$ cat src/design/catmull_rom_spline_evaluator_defines.svh
// assertion helpers for the spline evaluator
`ifndef CATMULL_ROM_SPLINE_EVALUATOR_DEFINES_SVH
`define CATMULL_ROM_SPLINE_EVALUATOR_DEFINES_SVH
`ifndef SYNTHESIS
`define CRS_ASSERT(label, clk, rst_n, prop) \
    label: assert property (@(posedge clk) disable iff (!rst_n) prop) \
        else $error("assertion failed");
`define CRS_NEVER(label, clk, rst_n, cond) \
    label: assert property (@(posedge clk) disable iff (!rst_n) !(cond)) \
        else $error("forbidden condition");
`else
`define CRS_ASSERT(label, clk, rst_n, prop)
`define CRS_NEVER(label, clk, rst_n, cond)
`endif
`endif

$ cat src/design/crs_ram.sv
`timescale 1ns / 1ps
module crs_ram #(
    parameter int WIDTH = 16,
    parameter int DEPTH = 256
) (
    input  logic                     clk,
    input  logic                     we,
    input  logic [$clog2(DEPTH)-1:0] waddr,
    input  logic [WIDTH-1:0]         wdata,
    input  logic [$clog2(DEPTH)-1:0] raddr,
    output logic [WIDTH-1:0]         rdata
);
    logic [WIDTH-1:0] mem [DEPTH];

    always_ff @(posedge clk)
    begin
        if (we)
        begin
            mem[waddr] <= wdata;
        end
        rdata <= mem[raddr];
    end
endmodule

$ cat config.mk
export PLATFORM = sky130hd
export DESIGN_NAME = crs_ram
export DESIGN_NICKNAME = d
export VERILOG_FILES = /design/src/design/catmull_rom_spline_evaluator_defines.svh /design/src/design/crs_ram.sv
export SDC_FILE = /design/constraint.sdc
export NUM_CORES = 2
export LEC_CHECK = 0
export BUFFER_PORTS_ARGS = -buffer_cell sky130_fd_sc_hd__buf_4
export CAP_MARGIN = 20
export CELL_PAD_IN_SITES_DETAIL_PLACEMENT = 1
export CELL_PAD_IN_SITES_GLOBAL_PLACEMENT = 2
export CORE_MARGIN = 3
export CORE_UTILIZATION = 45
export CTS_CLUSTER_SIZE = 8
export DETAILED_ROUTE_END_ITERATION = 10
export GPL_TIMING_DRIVEN = 0
export PLACE_DENSITY = 0.77
export SKIP_LAST_GASP = 1
export SYNTH_ARGS = -nofsm -noshare
export SYNTH_HDL_FRONTEND = slang
export SYNTH_SLANG_ARGS = --single-unit
$ cat constraint.sdc
create_clock -name clk -period 4.2 [get_ports clk]
set_input_delay 0.42 -clock clk [delete_from_list [all_inputs] [get_ports clk]]
set_output_delay 0.42 -clock clk [all_outputs]
set_load 0.01 [all_outputs]
==> results by group <==
Setup path
  • Critical path peak fanout: 10
  • Crit path top cell by count: clkbuf_1
  • Worst Setup End Kind: flop
  • R2R Setup Slk: 0.89 ns
  • Arr. time, crit path: 5.42 ns
  • FF-to-FF End: rdata[10]
  • Worst path slowest cell: nor4_1
  • Worst setup SP type: primary input
  • Worst path required time: 5.04 ns
  • Crit path cell chain: clkbuf_1 -> inv_1 -> buf_2 -> clkbuf_2 -> clkbuf_1 -> a211oi_1 -> o21ai_0 -> nand3_1 -> nor4_1
  • Reg2Reg Depth: 7
  • Worst r2r src: mem[131][10]
  • Crit Path Class: in -> reg
  • CP peak stage delay: 0.91 ns

CTS
  • Post-CTS Setup Repair Bufs: 0
  • CTS sink count: 4112
  • Worst skew pair latency: 1.04 ns
  • Clk slew on worst S/H paths: 0.05 ns
  • Cts bufs inserted: 584
  • Clock Tree Buf Depth: 4
  • # H-tree levels: 6
  • CTS tree: built
  • Clock root cell: clkbuf_16

Timing
  • Tightest Pin Transition: 1.36 ns
  • Final Max Tran Viols: 0
  • Maximum clock rate: 218 MHz
  • Tmin final: 4.58 ns
  • Setup tns final: -2.62 ns
  • RSZ-0062 raised after global routing: yes
  • Tcrit/Tclk final: 1.09
  • Slew HR: 0.0933
  • Worst setup margin: -0.380 ns
  • Skew final: 0.0518 ns
  • Final hold vios: 0
  • Setup violators final: 14

Run status
  • Failing checks: negative setup slack
  • Status: complete, but fails checks

Pwr
  • Switch Pwr: 20.6 mW
  • VDD IR max: 0.447 mV
  • Switching portion of total power: 0.222
  • Internal: 72.0 mW
  • Pwr Density: 496 nW/um^2
  • Combinational power share: 0.057
  • Seq pwr share: 0.491
  • LEAKAGE: 59.4 nW
  • Clock group share of total power: 0.453

Routing
  • Remaining DRCs: 0
  • Drt pass-1 iters: 6
  • WL final: 533 mm
  • Vias per Instance: 6.64
  • Iteration-0 DRC count of the detailed router: 14527
  • Antenna-violating nets left: 0
  • WL/cell: 41.0 um
  • Vias: 86309

Placement
  • Pre-CTS setup slack: -1.72 ns
  • Hpwl dp: 361 mm
  • PortBufs: 39
  • Routability cong.: 0.977

GRT
  • Initial antenna violation count: 35
  • GRT Overall Usage: 0.294
  • Vias in the first global route: 87792
  • GRT Residual Overflow: 0
  • Pin count of the biggest net entering global routing: 143
  • First-pass GRT wire length: 727 mm

Layout
  • Proportion of layout cells with a drive suffix above 1: 0.284
  • Util after Layout: 0.533
  • Nets: 8345
  • Area Growth Syn to Fin: 17.6%

Synth
  • Sequential area share after synthesis: 0.777
  • Main flop type after synthesis: edfxtp_1
  • Synthesized area: 159000 um^2
  • EDFF count, synth: 4096
  • Synth Area per Inst: 21.6 um^2
  • Synth unique cells: 52
  • Syn_nets: 7394
  • #FFs+latches synth: 4112
  • Area contributors post-synth: edfxtp_1 77%, mux4_2 11%, mux2i_1 3.6%, o221ai_1 1.4%, nor2_1 0.72%
  • Asr flop ratio synth: 0
  • Synth warnings: 0
  • Yosys top cell area share: 0.775
  • Syn Inst Count: 7360
  • Area leader, netlist: edfxtp_1

Hold path
  • Hold Path Class: in -> reg
  • Hold Path Origin: wdata[6]
  • Hold Crit Depth: 2
  • Hold EP: mem[127][6]

Job
  • Max_cap viols: 0

Die
  • Core region area: 350000 um^2
  • Num ports: 50
  • # rows: 217
  • Initial Util: 0.453
  • Full die area: 360000 um^2
  • Die W: 600 um
  • Die height: 600 um
[power by group through the flow]
stage / logic (mW) / clock network, mW / registers (mW)
after floorplan: 2.23 / 0 / 46.1
after global placement: 4.67 / 0 / 46.2
after detailed placement: 5.04 / 0 / 46.1
after CTS: 5.10 / 42.2 / 45.4
after global routing: 5.31 / 43.9 / 45.3
final: 5.23 / 41.9 / 45.4
[cells in the mapped netlist, drive strengths merged, types with 3 or more instances]
cell type and instances:
nor2 304, inv 4, clkbuf 230, mux2 88
a2111oi 6, nand4 26, nand3 35, o32ai 21
and3 11, mux2i 565, edfxtp 4096, nor2b 9
o22ai 148, o21ai 38, a22oi 43, nand2 38
or2 5, nand2b 3, mux4 797, o31ai 16
nand4b 3, a21oi 175, a22o 32, nor4 18
nor3 92, buf 222, a211oi 18, a221oi 28
a31oi 6, dfxtp 16, o221ai 253
[state kept, by name, indices dropped and copies added (netlist names)]
name   flops
rdata     16
mem     4096
[worst max path at each step]
stage | startpoint | to | slack, ns | depth (start not counted)
after global placement | raddr[2] | rdata[1] | -2.95 | 9
final | raddr[4] | rdata[14] | -0.38 | 9
after CTS | raddr[1] | rdata[10] | 0.004 | 10
after floorplan | waddr[3] | mem[235][0] | 1.62 | 6
after global routing | raddr[2] | rdata[0] | -0.07 | 10
after detailed placement | raddr[2] | rdata[15] | -1.72 | 9
[cells in the final DEF (no fill, tap or decap), drive strengths merged, types with 43 or more instances in the layout]
cell type  count
edfxtp      4096
clkbuf       843
mux4         797
buf          570
mux2i        565
nor2         304
o221ai       253
a21oi        175
o22ai        148
nor3          92
mux2          88
a22oi         43
[stage by stage]
stage          power, mW  cells  cell area, um^2  hold WS [ns]
2_1_floorplan       48.4   7360           159000         0.519
3_3_place_gp        50.9  11998           165000         0.821
3_5_place_dp        51.2  12307           171000         0.710
4_1_cts             92.7  12975           187000        0.0104
5_1_grt             94.6  12981           187000        0.0484
6_report            92.5  13000           187000        0.0561
[layer usage]
layer  GRT usage  part of all wire
met5    0.000668           0.00016
met1       0.391              0.36
met4       0.155             0.062
met3      0.0929              0.13
met2       0.436              0.45
[area by class of cell]
cell class	count	area [um^2]
Clock buffer	614	15000
Buffer	450	2730
Timing Repair Buffer	367	5700
Clock inverter	41	666
Multi-Input combinational cell	2792	33500
Sequential cell	4112	123000
Tap cell	4599	5750
Inverter	4	15.0
Antenna cell	21	52.6
Fill cell	30132	164000
[logic make-up after synthesis]
group / after synthesis / synth area share
muxes: 1450 / 0.155
DFF: 4112 / 0.777
and+or+nand+nor: 556 / 0.0157
AOI/OAI and AO/OA: 786 / 0.0354
buffers and inverters: 456 / 0.0169
[worst max-delay path, delay by kind of cell]
kind                   cells  cell delay [ns]
AOI/OAI and AO/OA          2             0.85
buffers and inverters      5             2.72
and+or+nand+nor            2             1.35
[what timing repair did]
item                                    in CTS  in global routing
endpoints found under the setup margin      15                  5
resized for setup                           20                  8
hold endpoints to repair                   627                  0
hold buffers                                14                  0
Power figures use the tool's default switching activity.
