**config.mk**
```make
export PLATFORM = sky130hd
export DESIGN_NAME = crs_front
export DESIGN_NICKNAME = d
export VERILOG_FILES = /design/src/design/catmull_rom_spline_evaluator_defines.svh /design/src/design/crs_pkg.sv /design/src/design/crs_front.sv
export SDC_FILE = /design/constraint.sdc
export NUM_CORES = 1
export LEC_CHECK = 0
export ABC_AREA = 1
export BUFFER_PORTS_ARGS = -buffer_cell sky130_fd_sc_hd__buf_2
export CORE_UTILIZATION = 35
export DETAILED_ROUTE_END_ITERATION = 10
export GPL_TIMING_DRIVEN = 0
export PLACE_DENSITY_LB_ADDON = 0.12
export SLEW_MARGIN = 20
export SYNTH_ARGS = -nofsm -noshare
export SYNTH_HDL_FRONTEND = slang
export SYNTH_SLANG_ARGS = --single-unit
```
**constraint.sdc**
```tcl
create_clock -name clk -period 2.55 [get_ports clk]
set_input_delay 0.3825 -clock clk [delete_from_list [all_inputs] [get_ports clk]]
set_output_delay 0.3825 -clock clk [all_outputs]
set_load 0.005 [all_outputs]
```
**src/design/catmull_rom_spline_evaluator_defines.svh**
```systemverilog
// assertion helpers for the spline evaluator
`ifndef CATMULL_ROM_SPLINE_EVALUATOR_DEFINES_SVH
`define CATMULL_ROM_SPLINE_EVALUATOR_DEFINES_SVH
`ifndef SYNTHESIS
`define CRS_ASSERT(label, clk, rst_n, prop) \
    label: assert property (@(posedge clk) disable iff (!rst_n) prop) \
        else $error("assertion failed");
`define CRS_NEVER(label, clk, rst_n, cond) \
    label: assert property (@(posedge clk) disable iff (!rst_n) !(cond)) \
        else $error("forbidden condition");
`else
`define CRS_ASSERT(label, clk, rst_n, prop)
`define CRS_NEVER(label, clk, rst_n, cond)
`endif
`endif

```
**src/design/crs_pkg.sv**
```systemverilog
`timescale 1ns / 1ps
package crs_pkg;
    localparam int TABLE_WORDS = 256;
    localparam int MAX_DIMS    = 4;
    localparam int AW          = $clog2(TABLE_WORDS);
    localparam int DW          = $clog2(MAX_DIMS);
    localparam int QDEPTH      = 2;

    localparam logic [0:0] FUNC_WRITE = 1'b0;
    localparam logic [0:0] FUNC_EVAL  = 1'b1;

    localparam logic CFG_DIMENSIONS = 1'b0;
    localparam logic CFG_KNOT_COUNT = 1'b1;

    // job handed from front to back
    typedef struct packed {
        logic          err;
        logic [8:0]    span;
        logic [15:0]   frac;
        logic [2:0]    dims;
    } crs_job_t;
endpackage

```
**src/design/crs_front.sv**
```systemverilog
`timescale 1ns / 1ps
module crs_front (
    input  logic              clk,
    input  logic              rst_n,
    input  logic              in_valid,
    output logic              in_stall,
    input  logic              func,
    input  logic [15:0]       position_lo,
    input  logic              position_neg,
    input  logic              position_big,
    input  logic [2:0]        dims,
    input  logic [8:0]        knots,
    input  logic              hold,
    output logic              job_valid,
    input  logic              job_stall,
    output crs_pkg::crs_job_t job
);
    import crs_pkg::*;

    // stage 1: clamp and classify, stage 2: register product
    logic             s_reg, s_next;
    crs_job_t         j_reg, j_next;
    logic [16:0]      pos;
    logic [25:0]      t;
    logic             bad;
    logic [11:0]      area;

    assign area = 12'(knots) * 12'(dims);
    assign bad  = (knots < 9'd4) || (dims == 3'd0) || (dims > 3'(MAX_DIMS))
                  || (area > 12'(TABLE_WORDS));
    assign pos  = position_neg ? 17'd0 : (position_big ? 17'h10000 : {1'b0, position_lo});
    assign t    = 26'(pos) * 26'(knots - 9'd4);

    // a knot write waits until no evaluation is pending, so the table stays in order
    assign in_stall  = (s_reg && job_stall) || ((s_reg || hold) && func == FUNC_WRITE);
    assign job_valid = s_reg;
    assign job       = j_reg;

    always_comb
    begin
        s_next = s_reg;
        j_next = j_reg;
        if (s_reg && !job_stall)
        begin
            s_next = 1'b0;
        end
        if (in_valid && !in_stall && func == FUNC_EVAL)
        begin
            s_next      = 1'b1;
            j_next.err  = bad;
            j_next.span = t[24:16];
            j_next.frac = t[15:0];
            j_next.dims = dims;
        end
    end

    always_ff @(posedge clk or negedge rst_n)
    begin
        if (!rst_n)
        begin
            s_reg <= 1'b0;
        end
        else
        begin
            s_reg <= s_next;
        end
    end

    always_ff @(posedge clk)
    begin
        j_reg <= j_next;
    end
endmodule

```
==> results.md <==
* Tmin final at 5.16 ns
* Sequential area share after synthesis at 11.7%
* Synth warn at 0
* TritonCTS clock tree: built
* Grt met2 use at 34.1%
* Initial antenna violation count at 0
* Antenna cell count at 0
* Mapped Cells at roughly 1,000
* Vias at 6,697
* DIE HEIGHT at ~150 um
* GRT Max-Usage Layer: met2
* Initial Utilization at 36.0%
* Dpl hpwl at 17.4 mm
* Yosys cell types at 39
* Final setup fails at 23
* Status: complete, but fails checks
* Yosys top cell by area: fa_1
* Top post-synthesis cells by area: fa_1, nand2_1, ha_1, inv_1, edfxtp_1
* M1 GR Usage at 28.7%
* Clock Sinks at 30
* CTS root buf: clkbuf_16
* Period utilization at 203%
* Dpl ws at -3.64 ns
* Crit-path slowest cell: fa_1
* Ys async rst share at 3.33%
* Gr usage total at 20.7%
* Area Overhead vs Synth at 32.8%
* Critical path endpoint category: flip-flop
* FF+latch count, synth at 30
* Wire per inst at 15.2 um
* Fin nets at 1,370
* Final core occ at 47.8%
* Most numerous cell in the Yosys netlist: nand2_1
* FP Rows at 53
* Post-route ant nets at 0
* First-pass GRT wire length at 35.2 mm
* Worst-Margin Slew at 0.557 ns
* P_leak at roughly 5.2 nW
* Syn avg cell area at roughly 7.6 sq um
* Die area at 0.0224 sq mm
* Horiz. Die Dim at 150 um
* Most used DFF post-synth: edfxtp_1
* Most used cell, CP: fa_1
* Area share of the largest cell type after synthesis at between 30 and 40%
* CTS HTree Levels at 2
* Max-slew violation total from the final report at 0
* Bufs and invs on worst path at 8
* Failing checks: negative setup slack
* Nature of the critical path startpoint: primary input
* Layout cells sized above 1 at 29.8%
* Final Wtd Congestion at 0.903
* Post-synth EDFFs at 29
* Hold Path Class: in2reg
* Maximum VDD drop at 0.224 mV
* Final setup margin at -2.61 ns
* CP Data Arrival Time at 5.20 ns
* Longest Clk Path Bufs at 2
* Req. time, crit path at 2.59 ns
* Vias per cell at 4.76
* Clock Skew at between 0.005 and 0.006 ns
* Clock-pin slew on the worst setup and hold paths at roughly 0.06 ns
* Port bufs at 62
* DRC at 0
* Grt met3 use at under 10%
* Synthesized Nets at roughly 1,200
* CTS Buf Count at 5
* Router iterations before antenna repair at 4
* TNS Setup at -48.01 ns
* Number of max-cap violations at 0
* Post-Syn Area at 0.00765 sq mm
* Gr ovfl total at 0
* Hold_ws at roughly 0.31 ns
* Kind of critical path: in2reg
* # IOs at 67
* Max incr delay on CP at around 0.54 ns
* Worst-skew pair later-pin latency at between 0.2 and 0.3 ns
* Max-slew headroom at the worst pin at between 60% and 70%
* Largest net degree at the start of global routing at 18
* CP Max Fanout at 5
* RSZ-0062 raised after global routing: yes
* Final Hold Vio Count at 0
* Power, Total at 3.60 mW
* Fmax at 194 MHz
* P per Cell Area at 355 mW/mm^2
* Final WL at 21.4 mm
* CP delay by family, top: adder cells
* Vias in the first global route at 6,868
* Drt initial violations at 338
* Post-synth top cells: nand2_1, inv_1, fa_1, nor2_1, ha_1
* Core area at about 0.021 sq mm
registers in the layout (all words and copies together) (netlist names):
register   count
job           29
job_valid      1
cell usage in the layout (no fill, tap or decap), drive strengths merged, types with 2 or more instances in the layout:
cell type  synthesis  routed
xnor2              5       5
fa               127     127
nand3b             4       4
edfxtp            29      29
or2                3       3
nand2            271     271
buf                8     125
o21a               3       3
nor2             114     114
xor2              11      11
a21oi             26      26
clkinv             3       7
nand3             29      29
nor3               6       6
ha                77      77
clkbuf             6      10
nand4              9       9
inv              254     253
o211ai             2       2
o21ai             12      12
cell families after synthesis:
kind of cell	share of synthesized area, %
AND/OR/NAND/NOR	23.5
buffers and inverters	13.7
adder cells (fa/ha/maj)	45.8
AO/OA/AOI/OAI	3.31
flip-flops	11.7
XOR/XNOR	1.93
worst register-to-register path, stage by stage (launching register included):
cell and delay [ns]:
dfrtp_1 0.39, nand2_1 0.08, nand2_1 0.10, nor2_4 0.46, buf_16 0.23
metal layers:
metal / wire length [um] / vias to the layer above
met3: 1040 / 23
met1: 9970 / 3278
li1: - / 3233
met2: 9920 / 163
met4: 452 / 0
met5: 0 / -
final cells by class:
cell class                      count  area [sq um]
Timing Repair Buffer              120           920
Inverter                          257          1040
Multi-Input combinational cell    704          6640
Clock buffer                        5           125
Timing Repair inverter              1          11.3
Clock inverter                      3          16.3
Buffer                             11           155
Sequential cell                    30           896
Tap cell                          275           344
Fill cell                        2106         11100
final timing paths:
kind,startpoint,to,slack [ns],cells after the start
setup / recovery,knots[2],job[15],-2.61,25
hold / removal,job_stall,job_valid,0.31,3
setup reg to reg,job_valid,job[3],0.99,4
hold reg to reg,job_valid,job_valid,0.53,2
max in group asynchronous,rst_n,job_valid,2.08,2
min in group asynchronous,rst_n,job_valid,0.39,2
report_power, final:
part / internal [mW] / switching, mW / leakage [nW]
Sequential: 0.629 / 0.00918 / 0.285
Combinational: 1.02 / 1.32 / 4.87
Clock: 0.357 / 0.268 / 0.0672
Total: 2.00 / 1.60 / 5.23
repair_timing:
action	4_1_cts	5_1_grt
pin swaps	47	46
endpoints found under the setup margin	23	23
gates resized for setup	103	85
hold buffers	1	0
hold endpoints to repair	1	0
gates cloned	1	0
buffers inserted	35	25
through the flow:
stage / std cells / cell area (sq um)
2_1_floorplan: 1005 / 8230
3_3_place_gp: 1342 / 8880
3_5_place_dp: 1343 / 8920
4_1_cts: 1384 / 9680
5_1_grt: 1406 / 10200
6_report: 1406 / 10200
Note: power is estimated with default switching activity, not from simulation.
