`config.mk`:
```
export PLATFORM = sky130hd
export DESIGN_NAME = crs_back
export DESIGN_NICKNAME = d
export VERILOG_FILES = /design/src/design/crs_pkg.sv /design/src/design/crs_back.sv
export VERILOG_INCLUDE_DIRS = /design/src /design/src/design
export SDC_FILE = /design/constraint.sdc
export NUM_CORES = 2
export LEC_CHECK = 0
export ABC_AREA = 1
export BUFFER_PORTS_ARGS = -buffer_cell sky130_fd_sc_hd__buf_2
export CAP_MARGIN = 20
export CORE_ASPECT_RATIO = 0.7
export CORE_UTILIZATION = 66
export CTS_BUF_LIST = sky130_fd_sc_hd__clkbuf_8 sky130_fd_sc_hd__clkbuf_16
export DETAILED_ROUTE_END_ITERATION = 10
export PLACE_DENSITY = 0.88
export SKIP_LAST_GASP = 1
export SLEW_MARGIN = 5
export SYNTH_ARGS = -nofsm -noshare
export SYNTH_HDL_FRONTEND = slang
export SYNTH_SLANG_ARGS = --single-unit
```
`constraint.sdc`:
```
create_clock -name clk -period 14.7 [get_ports clk]
set_input_delay 1.47 -clock clk [delete_from_list [all_inputs] [get_ports clk]]
set_output_delay 1.47 -clock clk [all_outputs]
set_load 0.005 [all_outputs]
```
`src/design/catmull_rom_spline_evaluator_defines.svh`:
```
// assertion helpers for the spline evaluator
`ifndef CATMULL_ROM_SPLINE_EVALUATOR_DEFINES_SVH
`define CATMULL_ROM_SPLINE_EVALUATOR_DEFINES_SVH
`ifndef SYNTHESIS
`define CRS_ASSERT(label, clk, rst_n, prop) \
    label: assert property (@(posedge clk) disable iff (!rst_n) prop) \
        else $error("assertion failed");
`define CRS_NEVER(label, clk, rst_n, cond) \
    label: assert property (@(posedge clk) disable iff (!rst_n) !(cond)) \
        else $error("forbidden condition");
`else
`define CRS_ASSERT(label, clk, rst_n, prop)
`define CRS_NEVER(label, clk, rst_n, cond)
`endif
`endif

```
`src/design/crs_pkg.sv`:
```
`timescale 1ns / 1ps
package crs_pkg;
    localparam int TABLE_WORDS = 256;
    localparam int MAX_DIMS    = 4;
    localparam int AW          = $clog2(TABLE_WORDS);
    localparam int DW          = $clog2(MAX_DIMS);
    localparam int QDEPTH      = 2;

    localparam logic [0:0] FUNC_WRITE = 1'b0;
    localparam logic [0:0] FUNC_EVAL  = 1'b1;

    localparam logic CFG_DIMENSIONS = 1'b0;
    localparam logic CFG_KNOT_COUNT = 1'b1;

    // job handed from front to back
    typedef struct packed {
        logic          err;
        logic [8:0]    span;
        logic [15:0]   frac;
        logic [2:0]    dims;
    } crs_job_t;
endpackage

```
`src/design/crs_back.sv`:
```
`timescale 1ns / 1ps
`include "catmull_rom_spline_evaluator_defines.svh"
module crs_back (
    input  logic              clk,
    input  logic              rst_n,
    input  logic              job_valid,
    output logic              job_pop,
    input  crs_pkg::crs_job_t job,
    output logic [7:0]        raddr,
    input  logic [15:0]       rdata,
    output logic              out_valid,
    input  logic              out_stall,
    output logic [17:0]       value,
    output logic [1:0]        dim_index,
    output logic              last,
    output logic              error
);
    import crs_pkg::*;

    localparam logic [2:0] ST_IDLE = 3'd0;
    localparam logic [2:0] ST_READ = 3'd1;
    localparam logic [2:0] ST_COEF = 3'd2;
    localparam logic [2:0] ST_MUL  = 3'd3;
    localparam logic [2:0] ST_ADD  = 3'd4;
    localparam logic [2:0] ST_OUT  = 3'd5;

    logic [2:0]         st_reg, st_next;
    logic [1:0]         k_reg, k_next;      // knot being read
    logic [2:0]         rk_reg, rk_next;    // knots received
    logic [1:0]         dim_reg, dim_next;
    logic [1:0]         step_reg, step_next;
    logic signed [15:0] p_reg [4];
    logic signed [21:0] h_reg, h_next;
    logic signed [39:0] m_reg, m_next;
    logic signed [19:0] b_reg, c_reg;
    logic               ov_reg, ov_next;
    logic [17:0]        v_reg, v_next;
    logic               l_reg, l_next, e_reg, e_next;
    logic [1:0]         di_reg, di_next;
    logic [11:0]        addr_w;
    logic signed [19:0] a_w, b_w, c_w;
    logic signed [22:0] hs_w;
    logic signed [19:0] v_w;
    logic               lastdim;

    assign addr_w  = (12'(job.span) + 12'(k_reg)) * 12'(job.dims) + 12'(dim_reg);
    assign raddr   = addr_w[7:0];
    assign lastdim = (3'(dim_reg) + 3'd1 == job.dims);
    assign a_w = -20'(p_reg[0]) + 20'sd3 * p_reg[1] - 20'sd3 * p_reg[2] + 20'(p_reg[3]);
    assign b_w = 20'sd2 * p_reg[0] - 20'sd5 * p_reg[1] + 20'sd4 * p_reg[2] - 20'(p_reg[3]);
    assign c_w = 20'(p_reg[2]) - 20'(p_reg[0]);
    assign hs_w = 23'(m_reg >>> 16);
    assign v_w  = 20'(p_reg[1]) + 20'(h_reg >>> 1);

    assign out_valid = ov_reg;
    assign value     = v_reg;
    assign dim_index = di_reg;
    assign last      = l_reg;
    assign error     = e_reg;

    always_comb
    begin
        st_next   = st_reg;
        k_next    = k_reg;
        rk_next   = rk_reg;
        dim_next  = dim_reg;
        step_next = step_reg;
        h_next    = h_reg;
        m_next    = m_reg;
        ov_next   = ov_reg && out_stall;
        v_next    = v_reg;
        l_next    = l_reg;
        e_next    = e_reg;
        di_next   = di_reg;
        job_pop   = 1'b0;
        unique case (st_reg)
            ST_IDLE:
            begin
                if (job_valid)
                begin
                    if (job.err)
                    begin
                        st_next = ST_OUT;
                    end
                    else
                    begin
                        st_next = ST_READ;
                        k_next  = 2'd1;
                        rk_next = 3'd0;
                    end
                end
            end
            ST_READ:
            begin
                // reads issued one per cycle, data lands in the cycle after each read
                k_next  = k_reg + 2'd1;
                rk_next = rk_reg + 3'd1;
                if (rk_reg == 3'd3)
                begin
                    st_next = ST_COEF;
                end
            end
            ST_COEF:
            begin
                h_next    = 22'(a_w);
                step_next = 2'd0;
                st_next   = ST_MUL;
            end
            ST_MUL:
            begin
                m_next  = 40'(h_reg) * $signed({1'b0, job.frac});
                st_next = ST_ADD;
            end
            ST_ADD:
            begin
                unique case (step_reg)
                    2'd0:    h_next = 22'(hs_w + 23'(b_reg));
                    2'd1:    h_next = 22'(hs_w + 23'(c_reg));
                    default: h_next = 22'(hs_w);
                endcase
                step_next = step_reg + 2'd1;
                st_next   = (step_reg == 2'd2) ? ST_OUT : ST_MUL;
            end
            ST_OUT:
            begin
                if (!ov_next)
                begin
                    ov_next = 1'b1;
                    if (job.err)
                    begin
                        v_next  = 18'd0;
                        di_next = 2'd0;
                        l_next  = 1'b1;
                        e_next  = 1'b1;
                        job_pop = 1'b1;
                        st_next = ST_IDLE;
                    end
                    else
                    begin
                        v_next  = (v_w > 20'sd131071) ? 18'h1FFFF :
                                  (v_w < -20'sd131072) ? 18'h20000 : v_w[17:0];
                        di_next = dim_reg;
                        l_next  = lastdim;
                        e_next  = 1'b0;
                        if (lastdim)
                        begin
                            dim_next = 2'd0;
                            job_pop  = 1'b1;
                            st_next  = ST_IDLE;
                        end
                        else
                        begin
                            // idle issues the first knot read of the next coordinate
                            dim_next = dim_reg + 2'd1;
                            k_next   = 2'd0;
                            st_next  = ST_IDLE;
                        end
                    end
                end
            end
            default: st_next = ST_IDLE;
        endcase
        if (st_reg == ST_IDLE || st_reg == ST_OUT)
        begin
            if (st_next != ST_READ)
            begin
                k_next = 2'd0;
            end
        end
    end

    always_ff @(posedge clk or negedge rst_n)
    begin
        if (!rst_n)
        begin
            st_reg   <= ST_IDLE;
            ov_reg   <= 1'b0;
            dim_reg  <= 2'd0;
            k_reg    <= 2'd0;
            rk_reg   <= 3'd0;
            step_reg <= 2'd0;
        end
        else
        begin
            st_reg   <= st_next;
            ov_reg   <= ov_next;
            dim_reg  <= dim_next;
            k_reg    <= k_next;
            rk_reg   <= rk_next;
            step_reg <= step_next;
        end
    end

    always_ff @(posedge clk)
    begin
        h_reg  <= h_next;
        m_reg  <= m_next;
        v_reg  <= v_next;
        l_reg  <= l_next;
        e_reg  <= e_next;
        di_reg <= di_next;
        if (st_reg == ST_READ)
        begin
            p_reg[rk_reg[1:0]] <= $signed(rdata);
        end
        if (st_reg == ST_COEF)
        begin
            b_reg <= b_w;
            c_reg <= c_w;
        end
    end

    `CRS_ASSERT(a_hold, clk, rst_n, ov_reg && out_stall |=> ov_reg && $stable(v_reg))
    `CRS_ASSERT(a_pop_out, clk, rst_n, job_pop |=> ov_reg && l_reg)
    `CRS_NEVER(a_pop_empty, clk, rst_n, job_pop && !job_valid)
endmodule

```
==> reports/metrics.csv <==
stage,metric,value,unit
run_status,status,"complete, no violations",
drt,Routed WL,77650,µm
placed_design,# port buffers,79,
setup_path,crit-path max FO,22,
setup_path,crit path launch,job[5],
global_route,total gr overflow,0,
clocking,CTS tree,yes,
floorplan,die height,180.4,µm
clocking,CTS Root Cell,clkbuf_16,
clocking,setup bufs post-CTS,0,
clocking,total CTS buffers,17,
placed_design,Post-DP HPWL,63280,µm
timing,RSZ-0062 raised after global routing,false,
global_route,global-route wire length before repair,125600,µm
setup_path,reg-to-reg endpoint,m_reg[37]$_DFFE_PN_,
clocking,# H-tree levels,4,
setup_path,Worst Path Arrival,7660,ps
job,MaxCap Viol Count,0,
floorplan,Initial Utilization,67.79,%
global_route,GRT Total Usage,34.88,%
synth,number of synthesized flops with an enable pin,167,
global_route,largest net degree at the start of global routing,39,
synth,Syn Nets,4483,
layout,layout cells sized above 1,4.036,%
setup_path,Slowest Stage Delay on Critical Path,820,ps
synth,Seq cells post-synth,180,
timing,clock skew,19.69,ps
drt,drt drc,0,
timing,Final TNS setup,0,ps
synth,Mean Syn Cell Area,8.153,µm²
floorplan,full die area,46350,µm²
synth,"Seq/Total Area, Yosys",17.79,%
synth,Yosys Warn Count,0,
timing,pins over their slew limit,0,
setup_path,worst reg2reg path depth,19,
setup_path,worst reg-to-reg setup slack,8020,ps
clocking,Longest Clk Path Bufs,2,
placed_design,gpl congestion,1.042,
timing,Max Clk Rate,136.6,MHz
synth,Synth Instances,3682,
min_path,Hold Crit Class,register to register,
drt,WL per Instance,18.00,µm
synth,Synth Cell Area,30020,µm²
drt,Final ANT Viol Nets,0,
global_route,initial antenna violation count,4,
layout,fin util,71.26,%
setup_path,end point of the critical path,m_reg[37]$_DFFE_PN_,
floorplan,Site Rows,64,
placed_design,Place WS,7022,ps
setup_path,worst r2r src,h_reg[21]$_DFFE_PP_,
drt,number of DRC markers in iteration 0,3054,
setup_path,CP endpoint kind,register,
drt,DR vias/cell,5.582,
drt,Via Count,24070,
synth,"Top FF cell, synth",edfxtp_1,
setup_path,slowest CP cell,fa_1,
clocking,clock sinks,180,
setup_path,critical path class,input pin to register,
floorplan,Die Wd,256.9,µm
layout,# nets final,4505,
setup_path,Crit path buffers/inverters,5,
drt,drt first pass iters,7,
timing,final worst-path setup slack,7379,ps
setup_path,Critical Path Stages,20,
timing,Worst-Margin Slew,1198,ps
setup_path,startpoint types,input pin,
setup_path,"CP delay by family, top",adder cells,
floorplan,Core Box Area,44280,µm²
layout,max FFs per register,64,
clocking,CTS resizes,0,
setup_path,Worst EP required,15040,ps
clocking,"Hold-fix buffers, CTS",0,
timing,Final period util,49.80,%
synth,"Distinct cells, synth",46,
global_route,vias in the first global route,24010,
timing,"Hold Vio Cnt, Final",0,
floorplan,num ports,81,
setup_path,CP cell instances,buf_2 -> nand2_1 -> fa_1 -> fa_1 -> inv_1 -> fa_1 -> fa_1 -> fa_1 -> inv_1 -> fa_1 -> inv_1 -> ha_1 -> nand2_1 -> nor3_1 -> inv_1 -> nor4_1 -> nand4_1 -> nand3_1 -> nand2_1 -> nand2_1,
layout,synth-to-layout area growth,5.127,%
clocking,clock slew at reported path FFs,70,ps
timing,final setup fails,0,
timing,Slew headroom,20.15,%
setup_path,Worst path most repeated cell,fa_1,
synth,ys async rst share,7.222,%
clocking,Clock Latency Late Sink,480,ps
timing,min Tclk post-route,7321,ps
## Yosys cell counts (2+ instances only)
master | number | area share (%)
nand3_1 | 103 | 1.7
o21bai_1 | 6 | 0.15
nor2_1 | 191 | 2.4
a21o_1 | 10 | 0.25
clkbuf_1 | 81 | 1.0
o21a_1 | 2 | 0.050
a21oi_1 | 157 | 2.6
nor2_2 | 3 | 0.063
nand3b_1 | 8 | 0.20
edfxtp_1 | 167 | 17
o21ai_0 | 115 | 1.9
or2_2 | 3 | 0.063
nand3b_4 | 2 | 0.13
o31ai_1 | 3 | 0.075
fa_1 | 468 | 31
o211ai_1 | 7 | 0.18
nand3_2 | 2 | 0.067
a211oi_1 | 3 | 0.075
nand2_1 | 872 | 11
a31oi_1 | 12 | 0.25
inv_1 | 972 | 12
and3_1 | 2 | 0.042
nand2_2 | 4 | 0.083
ha_1 | 284 | 12
o22ai_1 | 4 | 0.083
nor4_1 | 3 | 0.063
a21boi_0 | 4 | 0.10
xnor2_1 | 41 | 1.2
buf_1 | 4 | 0.050
xor2_1 | 60 | 1.8
and2_2 | 2 | 0.050
nor3b_1 | 2 | 0.050
nor3_1 | 23 | 0.38
clkinv_1 | 4 | 0.050
nand4_1 | 31 | 0.65
dfrtp_1 | 13 | 1.1
buf_2 | 5 | 0.083
## cells by family after synthesis
| logic type | count (synthesis) | synth area share (%) |
|---|---|---|
| AOI/OAI and AO/OA | 327 | 5.848 |
| buffers and inverters | 1070 | 13.48 |
| DFF | 180 | 17.79 |
| xor gates and xnor gates | 101 | 2.947 |
| and+or+nand+nor | 1252 | 16.89 |
| adders and majority gates | 752 | 43.05 |
## final cells by class
type	instances	area (µm²)
tap	594	743.2
clock buffer	20	489.2
timing repair buffer	96	563.0
fill	3318	12730
sequential	180	5340
clock inverter	12	101.3
multi-input combinational	2432	20650
antenna	2	5.005
inverter	977	3667
## cells in the final DEF, fill, tap and decap left out, types with 12 or more instances in the layout
cell | Yosys | routed
fa_1 | 468 | 468
clkbuf_16 | 0 | 19
ha_1 | 284 | 284
nor2_1 | 191 | 189
buf_2 | 5 | 79
o21ai_0 | 115 | 115
buf_4 | 0 | 15
nand4_1 | 31 | 31
a31oi_1 | 12 | 12
inv_1 | 972 | 973
xnor2_1 | 41 | 41
nor3_1 | 23 | 21
nand3_1 | 103 | 103
a21oi_1 | 157 | 157
xor2_1 | 60 | 60
edfxtp_1 | 167 | 167
dfrtp_1 | 13 | 13
nand2_1 | 872 | 872
## per-layer routing
metal	vias to the layer above	part of all wire, %	track usage (%)
met5	-	0	0
met4	0	2.4	8.690
met3	133	13	9.831
met2	1429	41	49.59
met1	11400	43	52.63
li1	11110	-	-
## stage by stage
step	cells	area [µm²]	hold WS, ps
finish	4313	31560	555.8
global route	4311	31550	600.5
CTS	4309	31500	560.7
detailed placement	4277	30910	544.4
global placement	4277	30910	506.1
floorplan	3682	30020	490.7
## how the worst min path moves through the flow
| stage | startpoint | end | slack [ps] | depth (start not counted) |
|---|---|---|---|---|
| final | out_valid$_DFF_PN0_ | out_valid$_DFF_PN0_ | 560 | 2 |
| after global routing | out_valid$_DFF_PN0_ | out_valid$_DFF_PN0_ | 600 | 2 |
| after detailed placement | out_valid$_DFF_PN0_ | out_valid$_DFF_PN0_ | 540 | 2 |
| after CTS | out_valid$_DFF_PN0_ | out_valid$_DFF_PN0_ | 560 | 2 |
| after floorplan | out_valid$_DFF_PN0_ | out_valid$_DFF_PN0_ | 490 | 2 |
| after global placement | out_valid$_DFF_PN0_ | out_valid$_DFF_PN0_ | 510 | 2 |
## worst reg2reg max path, cell delays in order, from the launching register on
cell      delay [ps]
edfxtp_1         810
nand2_1          290
fa_1             820
fa_1             510
inv_1            320
fa_1             520
fa_1             510
fa_1             490
inv_1             50
fa_1             480
inv_1             50
ha_1             350
nand2_1          130
nor3_1           170
inv_1            110
nor4_1           400
nand4_1          230
nand3_1          180
nand2_1           60
nand2_1           60
Power is not shown: default switching activity piles up to over one toggle a cycle in this logic, so the estimate is an artifact.
