--- src/design/catmull_rom_spline_evaluator_defines.svh ---
// assertion helpers for the spline evaluator
`ifndef CATMULL_ROM_SPLINE_EVALUATOR_DEFINES_SVH
`define CATMULL_ROM_SPLINE_EVALUATOR_DEFINES_SVH
`ifndef SYNTHESIS
`define CRS_ASSERT(label, clk, rst_n, prop) \
    label: assert property (@(posedge clk) disable iff (!rst_n) prop) \
        else $error("assertion failed");
`define CRS_NEVER(label, clk, rst_n, cond) \
    label: assert property (@(posedge clk) disable iff (!rst_n) !(cond)) \
        else $error("forbidden condition");
`else
`define CRS_ASSERT(label, clk, rst_n, prop)
`define CRS_NEVER(label, clk, rst_n, cond)
`endif
`endif

--- src/design/crs_pkg.sv ---
`timescale 1ns / 1ps
package crs_pkg;
    localparam int TABLE_WORDS = 256;
    localparam int MAX_DIMS    = 4;
    localparam int AW          = $clog2(TABLE_WORDS);
    localparam int DW          = $clog2(MAX_DIMS);
    localparam int QDEPTH      = 2;

    localparam logic [0:0] FUNC_WRITE = 1'b0;
    localparam logic [0:0] FUNC_EVAL  = 1'b1;

    localparam logic CFG_DIMENSIONS = 1'b0;
    localparam logic CFG_KNOT_COUNT = 1'b1;

    // job handed from front to back
    typedef struct packed {
        logic          err;
        logic [8:0]    span;
        logic [15:0]   frac;
        logic [2:0]    dims;
    } crs_job_t;
endpackage

--- src/design/crs_queue.sv ---
`timescale 1ns / 1ps
`include "catmull_rom_spline_evaluator_defines.svh"
module crs_queue (
    input  logic              clk,
    input  logic              rst_n,
    input  logic              push,
    output logic              full,
    input  crs_pkg::crs_job_t din,
    output logic              nonempty,
    input  logic              pop,
    output crs_pkg::crs_job_t dout
);
    import crs_pkg::*;

    crs_job_t   q_reg [QDEPTH];
    logic       wp_reg, wp_next, rp_reg, rp_next;
    logic [1:0] cnt_reg, cnt_next;
    logic       do_push, do_pop;

    assign full     = (cnt_reg == 2'(QDEPTH));
    assign nonempty = (cnt_reg != 2'd0);
    assign dout     = q_reg[rp_reg];
    assign do_push  = push && !full;
    assign do_pop   = pop && nonempty;
    assign wp_next  = do_push ? ~wp_reg : wp_reg;
    assign rp_next  = do_pop ? ~rp_reg : rp_reg;
    assign cnt_next = cnt_reg + 2'(do_push) - 2'(do_pop);

    always_ff @(posedge clk or negedge rst_n)
    begin
        if (!rst_n)
        begin
            wp_reg  <= 1'b0;
            rp_reg  <= 1'b0;
            cnt_reg <= 2'd0;
        end
        else
        begin
            wp_reg  <= wp_next;
            rp_reg  <= rp_next;
            cnt_reg <= cnt_next;
        end
    end

    always_ff @(posedge clk)
    begin
        if (do_push)
        begin
            q_reg[wp_reg] <= din;
        end
    end

    `CRS_NEVER(a_cnt_range, clk, rst_n, cnt_reg > 2'(QDEPTH))
    `CRS_ASSERT(a_fill, clk, rst_n, do_push && !do_pop |=> cnt_reg == $past(cnt_reg) + 2'd1)
    `CRS_ASSERT(a_drain, clk, rst_n, do_pop && !do_push |=> cnt_reg == $past(cnt_reg) - 2'd1)
endmodule

--- config.mk ---
export PLATFORM = sky130hd
export DESIGN_NAME = crs_queue
export DESIGN_NICKNAME = d
export VERILOG_FILES = /design/src/design/crs_pkg.sv /design/src/design/crs_queue.sv
export VERILOG_INCLUDE_DIRS = /design/src /design/src/design
export SDC_FILE = /design/constraint.sdc
export NUM_CORES = 1
export LEC_CHECK = 0
export ABC_AREA = 0
export BUFFER_PORTS_ARGS = -buffer_cell sky130_fd_sc_hd__buf_2
export CELL_PAD_IN_SITES_DETAIL_PLACEMENT = 0
export CELL_PAD_IN_SITES_GLOBAL_PLACEMENT = 1
export CORE_MARGIN = 8
export CORE_UTILIZATION = 39
export CTS_CLUSTER_SIZE = 20
export DETAILED_ROUTE_END_ITERATION = 10
export PLACE_DENSITY_LB_ADDON = 0.2
export SLEW_MARGIN = 10
export SYNTH_ARGS = -nofsm -noshare
export SYNTH_HDL_FRONTEND = slang
export SYNTH_SLANG_ARGS = --single-unit
--- constraint.sdc ---
create_clock -name clk -period 2.4 [get_ports clk]
set_input_delay 0.12 -clock clk [delete_from_list [all_inputs] [get_ports clk]]
set_output_delay 0.12 -clock clk [all_outputs]
set_load 0.02 [all_outputs]
==> impl_summary.md, run 1 <==
Run status
The flow ran to the end, and the final reports show no timing, DRC or antenna violations.

STA
For the pin with the worst max-slew slack, the measured transition is 591 ps. The final clock skew is 4.48 ps. The number of failing setup endpoints in the final timing report is 0. Setup repair after global routing left no endpoint under its margin. After routing, the total negative slack on setup checks comes to 0 ps. The final hold violation count is 0. The count of pins over their slew limit is 0. The tightest hold path in the finished design has a slack of slightly above 100 ps. The maximum clock rate is 0.586 GHz.

Measured against its own limit, the worst slew margin works out to 60.6%. The final period demand of the worst path is 1710 ps. The final cycle utilization of the critical path is a little under three quarters.

Die
The starting density of the core is just under 40%. The count of boundary I/O pins is 64. The standard cell core area is 5820 um2. The die is approximately 93 um tall. Row generation in the floorplan step produced 28 rows. The die width is 92.7 um.

The die covers 8600 um2.

Power
The maximum vdd ir drop is roughly 620 uV. The power density normalized to cell area is 1160 nW/um2. The switching power as a share of total power is 32.2%. The share of total power in sequential cells is 41.8%. The total leakage power is 1.25 nW. The combinational fraction of design power is 35.7%. The internal power is 0.00252 W. For this design the total switching power over the nets is 0.00119 W. The clock power share is 22.5%.

Yosys
After Yosys synthesis, full adders, half adders and majority gates account for 1.09% of the synthesized area. The area fraction in and, or, nand and nor cells after synthesis is 1.63%. The total number of yosys warnings is 0. After synthesis, the largest area contributor takes up ~76% of total cell area. Ranked by total cell area, the synthesized netlist is headed by sky130_fd_sc_hd__edfxtp_1 (76%), sky130_fd_sc_hd__mux2_2 (14%), sky130_fd_sc_hd__dfrtp_1 (4.4%). The top cell type by total area after synthesis is sky130_fd_sc_hd__edfxtp_1. The cell area that synthesis handed to floorplanning was 2300 um2. The share of the synthesized netlist area taken by xor and xnor gates is 1.53%. The main combinational cell family by area after synthesis is multiplexers. The average instance area after synthesis is 21.3 um2. Synthesis inferred 62 register bits. In this run, distinct cell masters in the synthesized netlist total 14. The number of nets in the synthesized netlist is roughly 140.

The sequential fraction of the synthesis area is 80.2%. The fraction of synthesized area in multiplexers is 14.2%. Summing the areas of all compound-gate instances in the mapped netlist gives 0% of the synthesized area.

The synthesized instance count is 108.

Run
Across the run, the number of max-cap violations was 0.

Detailed routing
After detailed routing, the number of remaining DRC violations is 0. The violation count after the first detailed-routing iteration is 40. The wire length reported by the detailed router is 4400 um.

The pre-antenna-repair detailed-routing pass consisted of 4 iterations. In the final routed layout, each cell accounts on average for about 15 um. The count of nets left with antenna violations once routing finished came out at 0. Dividing the detail-routed via count by the number of cells gives about 4.5. The total number of vias is ~1300.

Cells and area
After filler insertion, the fill cell instance count of the layout stands at between 500 and 600. The total number of nets in the final design is around 250. Cells with a size suffix above 1 make up about half of the layout.

The antenna diode count is 0. Once layout is complete, the cells apart from fillers number 293. The number of flip-flops in the largest register is 58.

From synthesis to final layout, the design area changed by 39.8%. Cells fill 55.2% of the core in the end.

Clock tree
The tree built by TritonCTS fans out to 62 sinks. CTS built an H-tree with a depth of 3. After clock tree synthesis, the clock-pin slew on the worst setup and hold paths is 60 ps. The insertion delay to the later sink of the worst-skew pair is 320 ps. In this run the deepest clock path goes through 2 buffers. TritonCTS built the clock tree. The cell at the root of the clock tree is sky130_fd_sc_hd__clkbuf_8. After clock tree synthesis, the setup repair step added 0 buffers.

The CTS buffer count is 9.

Critical path
In this run the worst path has a maximum fanout of 3. In this design, the largest share of critical-path delay is due to adder cells. The worst setup path is launched from a flip-flop. The number of buffers and inverters on the critical path is 1. The worst setup path is of the reg -> reg kind. The start of the worst register-to-register path is cnt_reg[1]$_DFF_PN0_.

For this run, the slowest stage of the critical path takes 410 ps. The number of cells on the worst reg-to-reg path is 7. In this run the critical register-to-register path is captured at cnt_reg[1]$_DFF_PN0_.

The signal on the critical path passes through or2_4, and2_4, ha_1, inv_1, ha_1, xnor2_1, xnor2_1. The slack of the worst reg-to-reg path is just under 700 ps. The master of the slowest instance on the critical path is sky130_fd_sc_hd__dfrtp_1. Data on the critical path is required at its endpoint by 2640 ps. STA classifies the critical path endpoint as a flip-flop.

The arrival time of the worst setup path is a little under 2000 ps.

Global routing
The first global-routing pass estimated 7250 um of wire. The largest net degree at the start of global routing is 31. The combined global-route utilization of all metal layers is 11.0%. The residual overflow from global routing is 0. The via count of the first global-routing pass is 1521.

The number of antenna violations at the first check in global routing came to 0.

Placement
The number of buffers inserted by port buffering is 63. The congestion estimate from routability-driven global placement came to 0.732. Once placement completed, the tool counted placed cells totaling 247.

Hold path
The path with the worst hold slack has its endpoint at rp_reg$_DFFE_PN0P_. In this run the most critical hold path is launched from pop. The worst hold path passes through 3 cells. The path class of the tightest hold or removal check is in -> reg.
-- synth_stat cells --
| master | count |
|---|---|
| sky130_fd_sc_hd__edfxtp_1 | 58 |
| sky130_fd_sc_hd__mux2_2 | 29 |
| sky130_fd_sc_hd__dfrtp_1 | 4 |
| sky130_fd_sc_hd__buf_4 | 3 |
| sky130_fd_sc_hd__xnor2_1 | 3 |
| sky130_fd_sc_hd__ha_1 | 2 |
| sky130_fd_sc_hd__inv_1 | 2 |
| sky130_fd_sc_hd__and2_4 | 1 |
| sky130_fd_sc_hd__and3_1 | 1 |
| sky130_fd_sc_hd__nand2_1 | 1 |
| sky130_fd_sc_hd__nand2b_1 | 1 |
| sky130_fd_sc_hd__nor2_1 | 1 |
| sky130_fd_sc_hd__or2_4 | 1 |
| sky130_fd_sc_hd__xor2_1 | 1 |
-- cell families after synthesis --
family,after synthesis
flops,62
fa+ha+maj,2
xor+xnor,4
simple gates,6
mux,29
buf+inv,5
-- cell type report --
cell class	instances	area (um2)	area share, %
clock buffer	11	131	4.09
clock inverter	5	50.0	1.56
inverter	2	7.51	0.234
multi-input combinational	41	427	13.3
sequential	62	1840	57.4
tap	75	93.8	2.92
timing repair buffer	97	658	20.5
-- worst register-to-register path, delay by kind of cell, from the launching register on --
family	cells	cell delay [ps]
xor+xnor	2	320
flops	1	410
simple gates	2	420
fa+ha+maj	2	450
buf+inv	1	40
-- power groups by stage --
| stage | Clock (W) | Sequential, W | Combinational, W |
|---|---|---|---|
| 2_1_floorplan | 0 | 0.00156 | 0.000907 |
| 3_3_place_gp | 0 | 0.00156 | 0.00130 |
| 3_5_place_dp | 0 | 0.00157 | 0.00132 |
| 4_1_cts | 0.000866 | 0.00155 | 0.00136 |
| 5_1_grt | 0.000902 | 0.00158 | 0.00143 |
| 6_report | 0.000835 | 0.00155 | 0.00132 |
-- worst max path at each step --
stage                              start  cells past startpoint               endpoint  slack (ps)
detailed placement  cnt_reg[1]$_DFF_PN0_                      7   cnt_reg[1]$_DFF_PN0_         720
CTS                   rp_reg$_DFFE_PN0P_                      3               dout[28]         680
floorplan           cnt_reg[1]$_DFF_PN0_                      3  q_reg[0][0]$_DFFE_PP_         160
finish              cnt_reg[1]$_DFF_PN0_                      7   cnt_reg[1]$_DFF_PN0_         690
global placement    cnt_reg[1]$_DFF_PN0_                      7   cnt_reg[1]$_DFF_PN0_         760
global route          rp_reg$_DFFE_PN0P_                      3               dout[14]         640
-- through the flow --
stage	cell area (um2)	power, W	setup slack (ps)
floorplan	2300	0.00247	159
global placement	2730	0.00286	761
detailed placement	2730	0.00289	720
CTS	3210	0.00378	680
global route	3210	0.00391	639
finish	3210	0.00371	693
-- what timing repair did --
action / 4_1_cts / 5_1_grt
gates resized for setup: 0 / 0
endpoints found under the hold margin: 62 / 0
hold buffers: 30 / 0
endpoints found under the setup margin: 0 / 0
-- routing by layer --
metal	wire [um]	global-route usage (%)	up-vias
met5	0	0	-
met4	76	6.44	0
met3	358	4.37	9
met2	2300	19.6	43
met1	1670	10.6	640
li1	-	-	627
-- layout by cell type (no fill, tap or decap), drive strengths merged --
| cell type | netlist | final |
|---|---|---|
| clkinv | 0 | 4 |
| nand2b | 1 | 1 |
| and2 | 1 | 1 |
| buf | 3 | 67 |
| clkbuf | 0 | 11 |
| mux2 | 29 | 29 |
| nor2 | 1 | 1 |
| dlygate4sd3 | 0 | 30 |
| and3 | 1 | 1 |
| bufinv | 0 | 1 |
| xnor2 | 3 | 3 |
| or2 | 1 | 1 |
| xor2 | 1 | 1 |
| ha | 2 | 2 |
| dfrtp | 4 | 4 |
| edfxtp | 58 | 58 |
| inv | 2 | 2 |
| nand2 | 1 | 1 |
Power figures use the tool's default switching activity.
==> inputs of run 2 (changes only) <==
--- a/config.mk
+++ b/config.mk
@@ -6,12 +6,12 @@
 export SDC_FILE = /design/constraint.sdc
 export NUM_CORES = 1
 export LEC_CHECK = 0
-export ABC_AREA = 0
+export ABC_AREA = 1
 export BUFFER_PORTS_ARGS = -buffer_cell sky130_fd_sc_hd__buf_2
 export CELL_PAD_IN_SITES_DETAIL_PLACEMENT = 0
 export CELL_PAD_IN_SITES_GLOBAL_PLACEMENT = 1
 export CORE_MARGIN = 8
-export CORE_UTILIZATION = 39
+export CORE_UTILIZATION = 36
 export CTS_CLUSTER_SIZE = 20
 export DETAILED_ROUTE_END_ITERATION = 10
 export PLACE_DENSITY_LB_ADDON = 0.2
==> constraint.sdc (replaced) <==
create_clock -name clk -period 1.47 [get_ports clk]
set_input_delay 0.0735 -clock clk [delete_from_list [all_inputs] [get_ports clk]]
set_output_delay 0.0735 -clock clk [all_outputs]
set_load 0.02 [all_outputs]
==> impl_summary.md, run 2 <==
Detailed routing
The average wire length per cell after detail routing is 13.0 um (-14%). The average vias per placed instance is 4.29 (-4.6%). The violation count after the first detailed-routing iteration was 49 (+23%). The remaining antenna violation count after routing is 0 (unchanged).

The number of iterations in the first detailed-routing pass is 4 (unchanged). The total number of vias is 1606 (+22%). The wire length reported by the detailed router is 4850 um (+10%). The final routed DRC violation total is 0 (unchanged).

Yosys
The number of flops mapped to enable cells by yosys is 58 (unchanged). The proportion of netlist area held by the largest area contributor was 74.8% (-1.1 points). The post-synthesis compound-gate area fraction is 0% (unchanged). Yosys attributes the largest share of cell area to sky130_fd_sc_hd__edfxtp_1 (75%), sky130_fd_sc_hd__nand2_1 (16%), sky130_fd_sc_hd__dfrtp_1 (4.3%). The async set-or-reset flop fraction in the synthesized netlist is 6.45% (unchanged). The area fraction in and, or, nand and nor cells after synthesis was 16.9% (+15 points).

The number of distinct library cell variants in the gate-level netlist after synthesis is 9 (-5). After synthesis, the largest family of logic cells by area is simple AND/OR/NAND/NOR gates. The sequential fraction of the synthesis area is 79.1% (-1.1 points). Summed over all instances, the cell type with the most area after synthesis is sky130_fd_sc_hd__edfxtp_1. Among all cell types in the netlist, the one instantiated most often is sky130_fd_sc_hd__nand2_1.

The number of nets in the synthesized netlist is 219 (+53%). The total number of yosys warnings was 0 (unchanged). The synthesized instance count is 184 (+70%). The adder-cell area share of the yosys netlist is 1.07% (-0.015 points). The fraction of synthesized area in multiplexers came to 0% (-14 points).

In the synthesized netlist the dominant register cell turns out to be sky130_fd_sc_hd__edfxtp_1. The cell area after synthesis is 2330 um2 (+1.4%). The share of the synthesized netlist area taken by xor and xnor gates came to 0% (-1.5 points). In the synthesized netlist, the cells that appear most often are sky130_fd_sc_hd__nand2_1 (100), sky130_fd_sc_hd__edfxtp_1 (58), sky130_fd_sc_hd__inv_1 (9). The synthesis-stage register bit count is 62 (unchanged). The average instance area after synthesis came to 12.7 um2 (-40%).

Die
The die width is 96.4 um (+4.0%). The die extent in y came to 96.4 um (+4.0%). The area of the die is 9300 um2 (+8.1%). The standard cell core area was 6310 um2 (+8.6%). The row count is 29 (+3.6%). The starting density of the core is 36.9% (-2.6 points). The count of boundary I/O pins is 64 (unchanged).

Critical path
The worst setup path is captured at a primary output. The critical setup path kind is reg -> out. The largest individual stage delay along the critical path comes from the cell sky130_fd_sc_hd__dfrtp_1. The biggest cell delay along the critical path is 410 ps (about the same). The arrival time of the worst setup path is 1320 ps (-630 ps). The endpoint required time on the critical path is 1400 ps (-1240 ps). The kind of launch point of the worst setup path is a flip-flop. Traced cell by cell, the critical path runs through inv_2, buf_12, nand2_1, nand2_1, buf_2. The largest fanout on the critical path is 17 (+14). The most prevalent standard cell on the critical path is sky130_fd_sc_hd__nand2_1.

Cells and area
The share of final-layout standard cells stronger than drive strength 1 is 31.6% (-20 points). The total number of nets in the final design is 327 (+32%). The core utilization of the finished layout is 54.2% (-0.94 points). Leaving out fill and tap cells, the most frequent cells in the layout are sky130_fd_sc_hd__nand2_1 (97), sky130_fd_sc_hd__buf_2 (63), sky130_fd_sc_hd__edfxtp_1 (58). Leaving out fill and tap cells, the most frequent cell in the layout is sky130_fd_sc_hd__nand2_1. The number of flip-flops in the largest register is 58 (unchanged).

The layout overhead on the synthesized area is 47.1%. The filler cell count is 541 (+7.8%). The antenna diode count was 0 (unchanged).

Power
The maximum vdd ir drop is 891 uV (+45%). The power density normalized to cell area came to 2060 nW/um2 (+78%). The total leakage power is 1.52 nW (+22%).

Global routing
The via count of the first global-routing pass is 1650 (+8.5%). The combined global-route utilization of all metal layers is 11.4% (+0.32 points). The largest net degree at the start of global routing was 18 (-42%). The wire length of the first global-routing pass was 7600 um (+4.9%). The residual overflow from global routing is 0 (unchanged). The number of antenna violations at the first check in global routing is 0 (unchanged).

STA
The smallest clock period supported by the final layout is computed as 1390 ps. Setup repair after global routing could not meet its margin everywhere. The number of failing setup endpoints in the final timing report came to 0 (unchanged). The final cycle utilization of the critical path is 94.6%. The slack of the critical path is 79.0 ps (-614 ps). The maximum clock rate is between 0.7 and 0.8 GHz.

The final hold violation count is 0 (unchanged). The worst slew margin relative to its limit is 85.3% (+25 points). The count of pins over their slew limit was 0 (unchanged). The slew at the pin closest to its max-slew limit came to 221 ps (-370 ps). The final clock skew is 5.32 ps (+0.842 ps).

Clock tree
The CTS buffer count is 9 (unchanged). The clock sink total is 62 (unchanged). The clock-pin slew on the worst setup and hold paths is 70 ps (about the same). The insertion delay to the later sink of the worst-skew pair came to 330 ps (about the same). The cell at the root of the clock tree is sky130_fd_sc_hd__clkbuf_8. TritonCTS built the clock tree. The H-tree depth is 3 (unchanged).

The maximum buffer depth of the clock tree is 2 (unchanged).

Placement
The routability congestion estimate was 0.718 (-2.0%). The pre-CTS setup slack came to 86.7 ps (-633 ps). Detailed placement ended at an HPWL of 3200 um.

The number of buffers inserted by port buffering came to 63 (unchanged).

Run status
The flow ran to the end, and the final reports show no timing, DRC or antenna violations.

Hold path
The worst hold path belongs to the class in -> async.

Run
The number of max-cap violations came to 0 (unchanged).
run 2: cell count changes after synthesis, sizes merged:
cell    before  now
nand2        1  100
mux2        29    0
inv          2   10
buf          3    6
nand3        0    3
xnor2        3    0
and2         1    0
and3         1    0
nand2b       1    0
or2          1    0
xor2         1    0
run 2: final timing paths:
check                                startpoint  depth (start not counted)                    to  slack (ps)
hold reg to reg              wp_reg$_DFFE_PN0N_                          2    wp_reg$_DFFE_PN0N_         480
hold / removal                            rst_n                          2  cnt_reg[1]$_DFF_PN0_          70
setup / recovery             rp_reg$_DFFE_PN0P_                          5               dout[3]          80
setup reg to reg           cnt_reg[1]$_DFF_PN0_                         10  cnt_reg[1]$_DFF_PN0_         100
min in group clk                           push                          4    wp_reg$_DFFE_PN0N_          70
max in group asynchronous                 rst_n                          2    wp_reg$_DFFE_PN0N_        1270
run 2: cell families (layout without fill, tap and decap cells):
family | Yosys count | after routing
AND/OR/NAND/NOR | 104 | 104
adder cells (fa/ha/maj) | 2 | 2
buffers and inverters | 16 | 129
flip-flops | 62 | 62
run 2: stage by stage:
step	total power, W	cell area, um2	TNS [ps]	hold WS, ps	instances
after global placement	0.00498	2810	0	-109	326
after detailed placement	0.00501	2810	0	-113	326
after CTS	0.00705	3390	0	48.5	373
after floorplan	0.00406	2340	0	-222	184
after global routing	0.00749	3420	-17.4	72.9	374
final	0.00705	3420	0	70.9	374
run 2: timing repair:
action                                  CTS  global route
setup buffers                             0             1
hold buffers                             31             0
endpoints found under the hold margin    63             0
resized for setup                         0             9
endpoints found under the setup margin    0            19
run 2: where the power goes:
group / leakage (nW) / internal, W / switching [W]
clock: 0.130 / 0.00131 / 0.000664
sequential: 0.588 / 0.00241 / 0.000105
combinational: 0.806 / 0.000889 / 0.00167
total: 1.52 / 0.00461 / 0.00244
run 2: area by class of cell:
| cell class | count | area (um2) | share of cell area (%) |
|---|---|---|---|
| flip-flops and latches | 62 | 1840 | 53.8 |
| repair buffers | 103 | 742 | 21.7 |
| multi-input cells | 106 | 434 | 12.7 |
| clock inverters | 7 | 145 | 4.24 |
| clock buffers | 9 | 124 | 3.62 |
| well taps | 77 | 96.3 | 2.81 |
| inverters | 10 | 41.3 | 1.21 |
run 2: critical path, delay by kind of cell, from the launching register on:
kind / cells / cell delay (ps)
buf+inv: 3 / 430
flops: 1 / 410
simple gates: 2 / 130
run 2: layer usage:
metal  part of all wire [%]  up-vias  wire, um  track usage [%]
met5                      0        -         0                0
met1                     40      733      1940             11.9
li1                       -      823         -                -
met3                    6.4        9       309             4.56
met2                     52       41      2510             19.2
met4                    1.9        0        93             6.31
==> inputs of run 3 (changes only) <==
--- a/config.mk
+++ b/config.mk
@@ -8,13 +8,14 @@
 export LEC_CHECK = 0
 export ABC_AREA = 1
 export BUFFER_PORTS_ARGS = -buffer_cell sky130_fd_sc_hd__buf_2
+export CAP_MARGIN = 20
 export CELL_PAD_IN_SITES_DETAIL_PLACEMENT = 0
 export CELL_PAD_IN_SITES_GLOBAL_PLACEMENT = 1
 export CORE_MARGIN = 8
 export CORE_UTILIZATION = 36
 export CTS_CLUSTER_SIZE = 20
 export DETAILED_ROUTE_END_ITERATION = 10
-export PLACE_DENSITY_LB_ADDON = 0.2
+export PLACE_DENSITY_LB_ADDON = 0.1
 export SLEW_MARGIN = 10
 export SYNTH_ARGS = -nofsm -noshare
 export SYNTH_HDL_FRONTEND = slang
==> impl_summary.md, run 3 (synthesis results as in run 2) <==
Detailed routing
The remaining antenna violation count after routing is 0 (unchanged). The met1 wire length is 2060 um (+6.3%). The final routed DRC violation total is 0 (unchanged). The length of routed met3 wiring is 318 um (+2.9%). The average wire length per cell after detail routing is 12.8 um (-1.0%). The met2 wire length came to 2370 um (-5.7%).

The total number of vias is 1575 (-1.9%). The average vias per placed instance came to 4.21 (-1.9%). The wire length reported by the detailed router was 4800 um (-1.0%). The violation count after the first detailed-routing iteration is 50 (+2.0%). The top layer used by detailed routing is met4. The number of iterations in the first detailed-routing pass is 4 (unchanged).

Global routing
The residual overflow from global routing is 0 (unchanged). The number of antenna violations at the first check in global routing is 0 (unchanged). The via count of the first global-routing pass is 1628 (-1.3%). The combined global-route utilization of all metal layers is 11.2% (-0.17 points).

The largest net degree at the start of global routing is 30 (+12). The wire length of the first global-routing pass is 7650 um (+0.55%).

Cells and area
The layout overhead on the synthesized area is 44.0%. The share of final-layout standard cells stronger than drive strength 1 is 31.0% (-0.67 points). The library cell used most frequently in the layout, excluding fill and tap cells, is sky130_fd_sc_hd__nand2_1. In the layout the commonest cells are sky130_fd_sc_hd__nand2_1 (98), sky130_fd_sc_hd__buf_2 (63), sky130_fd_sc_hd__edfxtp_1 (58). The antenna diode count is 0 (unchanged). The number of flip-flops in the largest register is 58 (unchanged). The total number of nets in the final design came to 327 (unchanged).

Critical path
The kind of launch point of the worst setup path is a flip-flop. The largest fanout on the critical path is 3 (-14). By startpoint and endpoint, the worst setup path is classified as reg -> reg. The slack of the worst reg-to-reg path is 100 ps (about the same). The arrival time of the worst setup path is 1590 ps (+270 ps). The capturing element type of the critical path is a flip-flop. The endpoint required time on the critical path is 1690 ps (+290 ps).

Power
The post-route total power is 0.00659 W (-6.6%). The power density normalized to cell area came to 1960 nW/um2 (-4.6%). The total leakage power is 1.49 nW (-2.1%). The maximum vdd ir drop is 1030 uV (+15%).

STA
The final clock skew is 4.03 ps (-1.29 ps). The final period demand of the worst path is 1370 ps (-19.9 ps). The maximum clock rate was 0.729 GHz (+1.5%). The slew at the pin closest to its max-slew limit is 179 ps (-41.6 ps). The worst slew margin relative to its limit is 88.1% (+2.8 points). The final hold violation count came to 0 (unchanged). The number of failing setup endpoints in the final timing report is 0 (unchanged). The final cycle utilization of the critical path is 93.3% (-1.4 points). The count of pins over their slew limit is 0 (unchanged). Setup repair after global routing could not meet its margin everywhere. The slack of the critical path is 99.0 ps (+19.9 ps). The sum of negative setup slack was 0 ps (unchanged).

Clock tree
The H-tree depth is 3 (unchanged). TritonCTS built the clock tree. The clock-pin slew on the worst setup and hold paths came to 60 ps (about the same). The CTS buffer count is 9 (unchanged). The maximum buffer depth of the clock tree is 2 (unchanged). The cell at the root of the clock tree is sky130_fd_sc_hd__clkbuf_8. The clock sink total is 62 (unchanged). The insertion delay to the later sink of the worst-skew pair is 320 ps (about the same).

Placement
The pre-CTS setup slack is 74.9 ps (-11.7 ps). The routability congestion estimate came to 0.722 (+0.59%). The half-perimeter wire length after detailed placement is 3140 um (-1.8%). The number of buffers inserted by port buffering is 63 (unchanged).

Die
The starting density of the core is 36.9% (unchanged). The row count is 29 (unchanged). The count of boundary I/O pins was 64 (unchanged). The die width is 96.4 um (unchanged). The die extent in y is 96.4 um (unchanged). The area of the die was 9300 um2 (unchanged).

The standard cell core area came to 6310 um2 (unchanged).

Hold path
The path type of the worst min-delay path is in -> reg.

Run status
The flow ran to the end, and the final reports show no timing, DRC or antenna violations.

Run
The number of max-cap violations is 0 (unchanged).
-- run 3: through the flow --
stage               util [%]  instance area [um2]  hold slack (ps)  cells
global placement        44.3                 2800             -112    325
finish                  53.1                 3350             74.5    374
detailed placement      44.3                 2800             -110    325
CTS                     52.5                 3310             66.7    372
floorplan                  -                 2340             -222    184
global route            53.1                 3350             89.5    374
-- run 3: worst paths after layout --
| path | endpoint | start | depth (start not counted) |
|---|---|---|---|
| setup / recovery | cnt_reg[1]$_DFF_PN0_ | cnt_reg[0]$_DFF_PN0_ | 10 |
| hold / removal | wp_reg$_DFFE_PN0N_ | push | 4 |
| setup reg to reg | cnt_reg[1]$_DFF_PN0_ | cnt_reg[0]$_DFF_PN0_ | 10 |
| hold reg to reg | wp_reg$_DFFE_PN0N_ | wp_reg$_DFFE_PN0N_ | 2 |
| max in group asynchronous | wp_reg$_DFFE_PN0N_ | rst_n | 2 |
| min in group asynchronous | cnt_reg[1]$_DFF_PN0_ | rst_n | 2 |
-- run 3: where the power goes --
group          internal [W]  total (W)  switching [W]
registers           0.00241    0.00252       0.000105
logic              0.000872    0.00254        0.00167
clock network      0.000944    0.00153       0.000583
-- run 3: timing repair --
item / CTS / global route
setup endpoints to repair: 0 / 20
resized for setup: 0 / 8
hold buffers: 31 / 0
setup buffers: 0 / 2
hold endpoints to repair: 63 / 0
-- run 3: final cells by class --
type | count | area [um2]
multi-input cells | 106 | 434
inverters | 10 | 41.3
clock buffers | 11 | 131
clock inverters | 5 | 73.8
flip-flops and latches | 62 | 1840
well taps | 77 | 96.3
fillers | 568 | 2960
repair buffers | 103 | 733
-- run 3: critical path: stages, from the launching register on --
cell and delay (ps):
sky130_fd_sc_hd__dfrtp_1 380, sky130_fd_sc_hd__inv_1 80, sky130_fd_sc_hd__nand2_2 70, sky130_fd_sc_hd__nand2_1 70, sky130_fd_sc_hd__inv_1 40, sky130_fd_sc_hd__ha_1 270, sky130_fd_sc_hd__inv_1 60, sky130_fd_sc_hd__ha_2 160
sky130_fd_sc_hd__inv_1 40, sky130_fd_sc_hd__nand2_1 50, sky130_fd_sc_hd__nand2_1 40
-- run 3: per-layer routing --
metal | up-vias | track usage [%]
li1 | 822 | -
met4 | 0 | 5.30
met5 | - | 0
met3 | 6 | 3.94
met1 | 707 | 13.1
met2 | 40 | 18.0
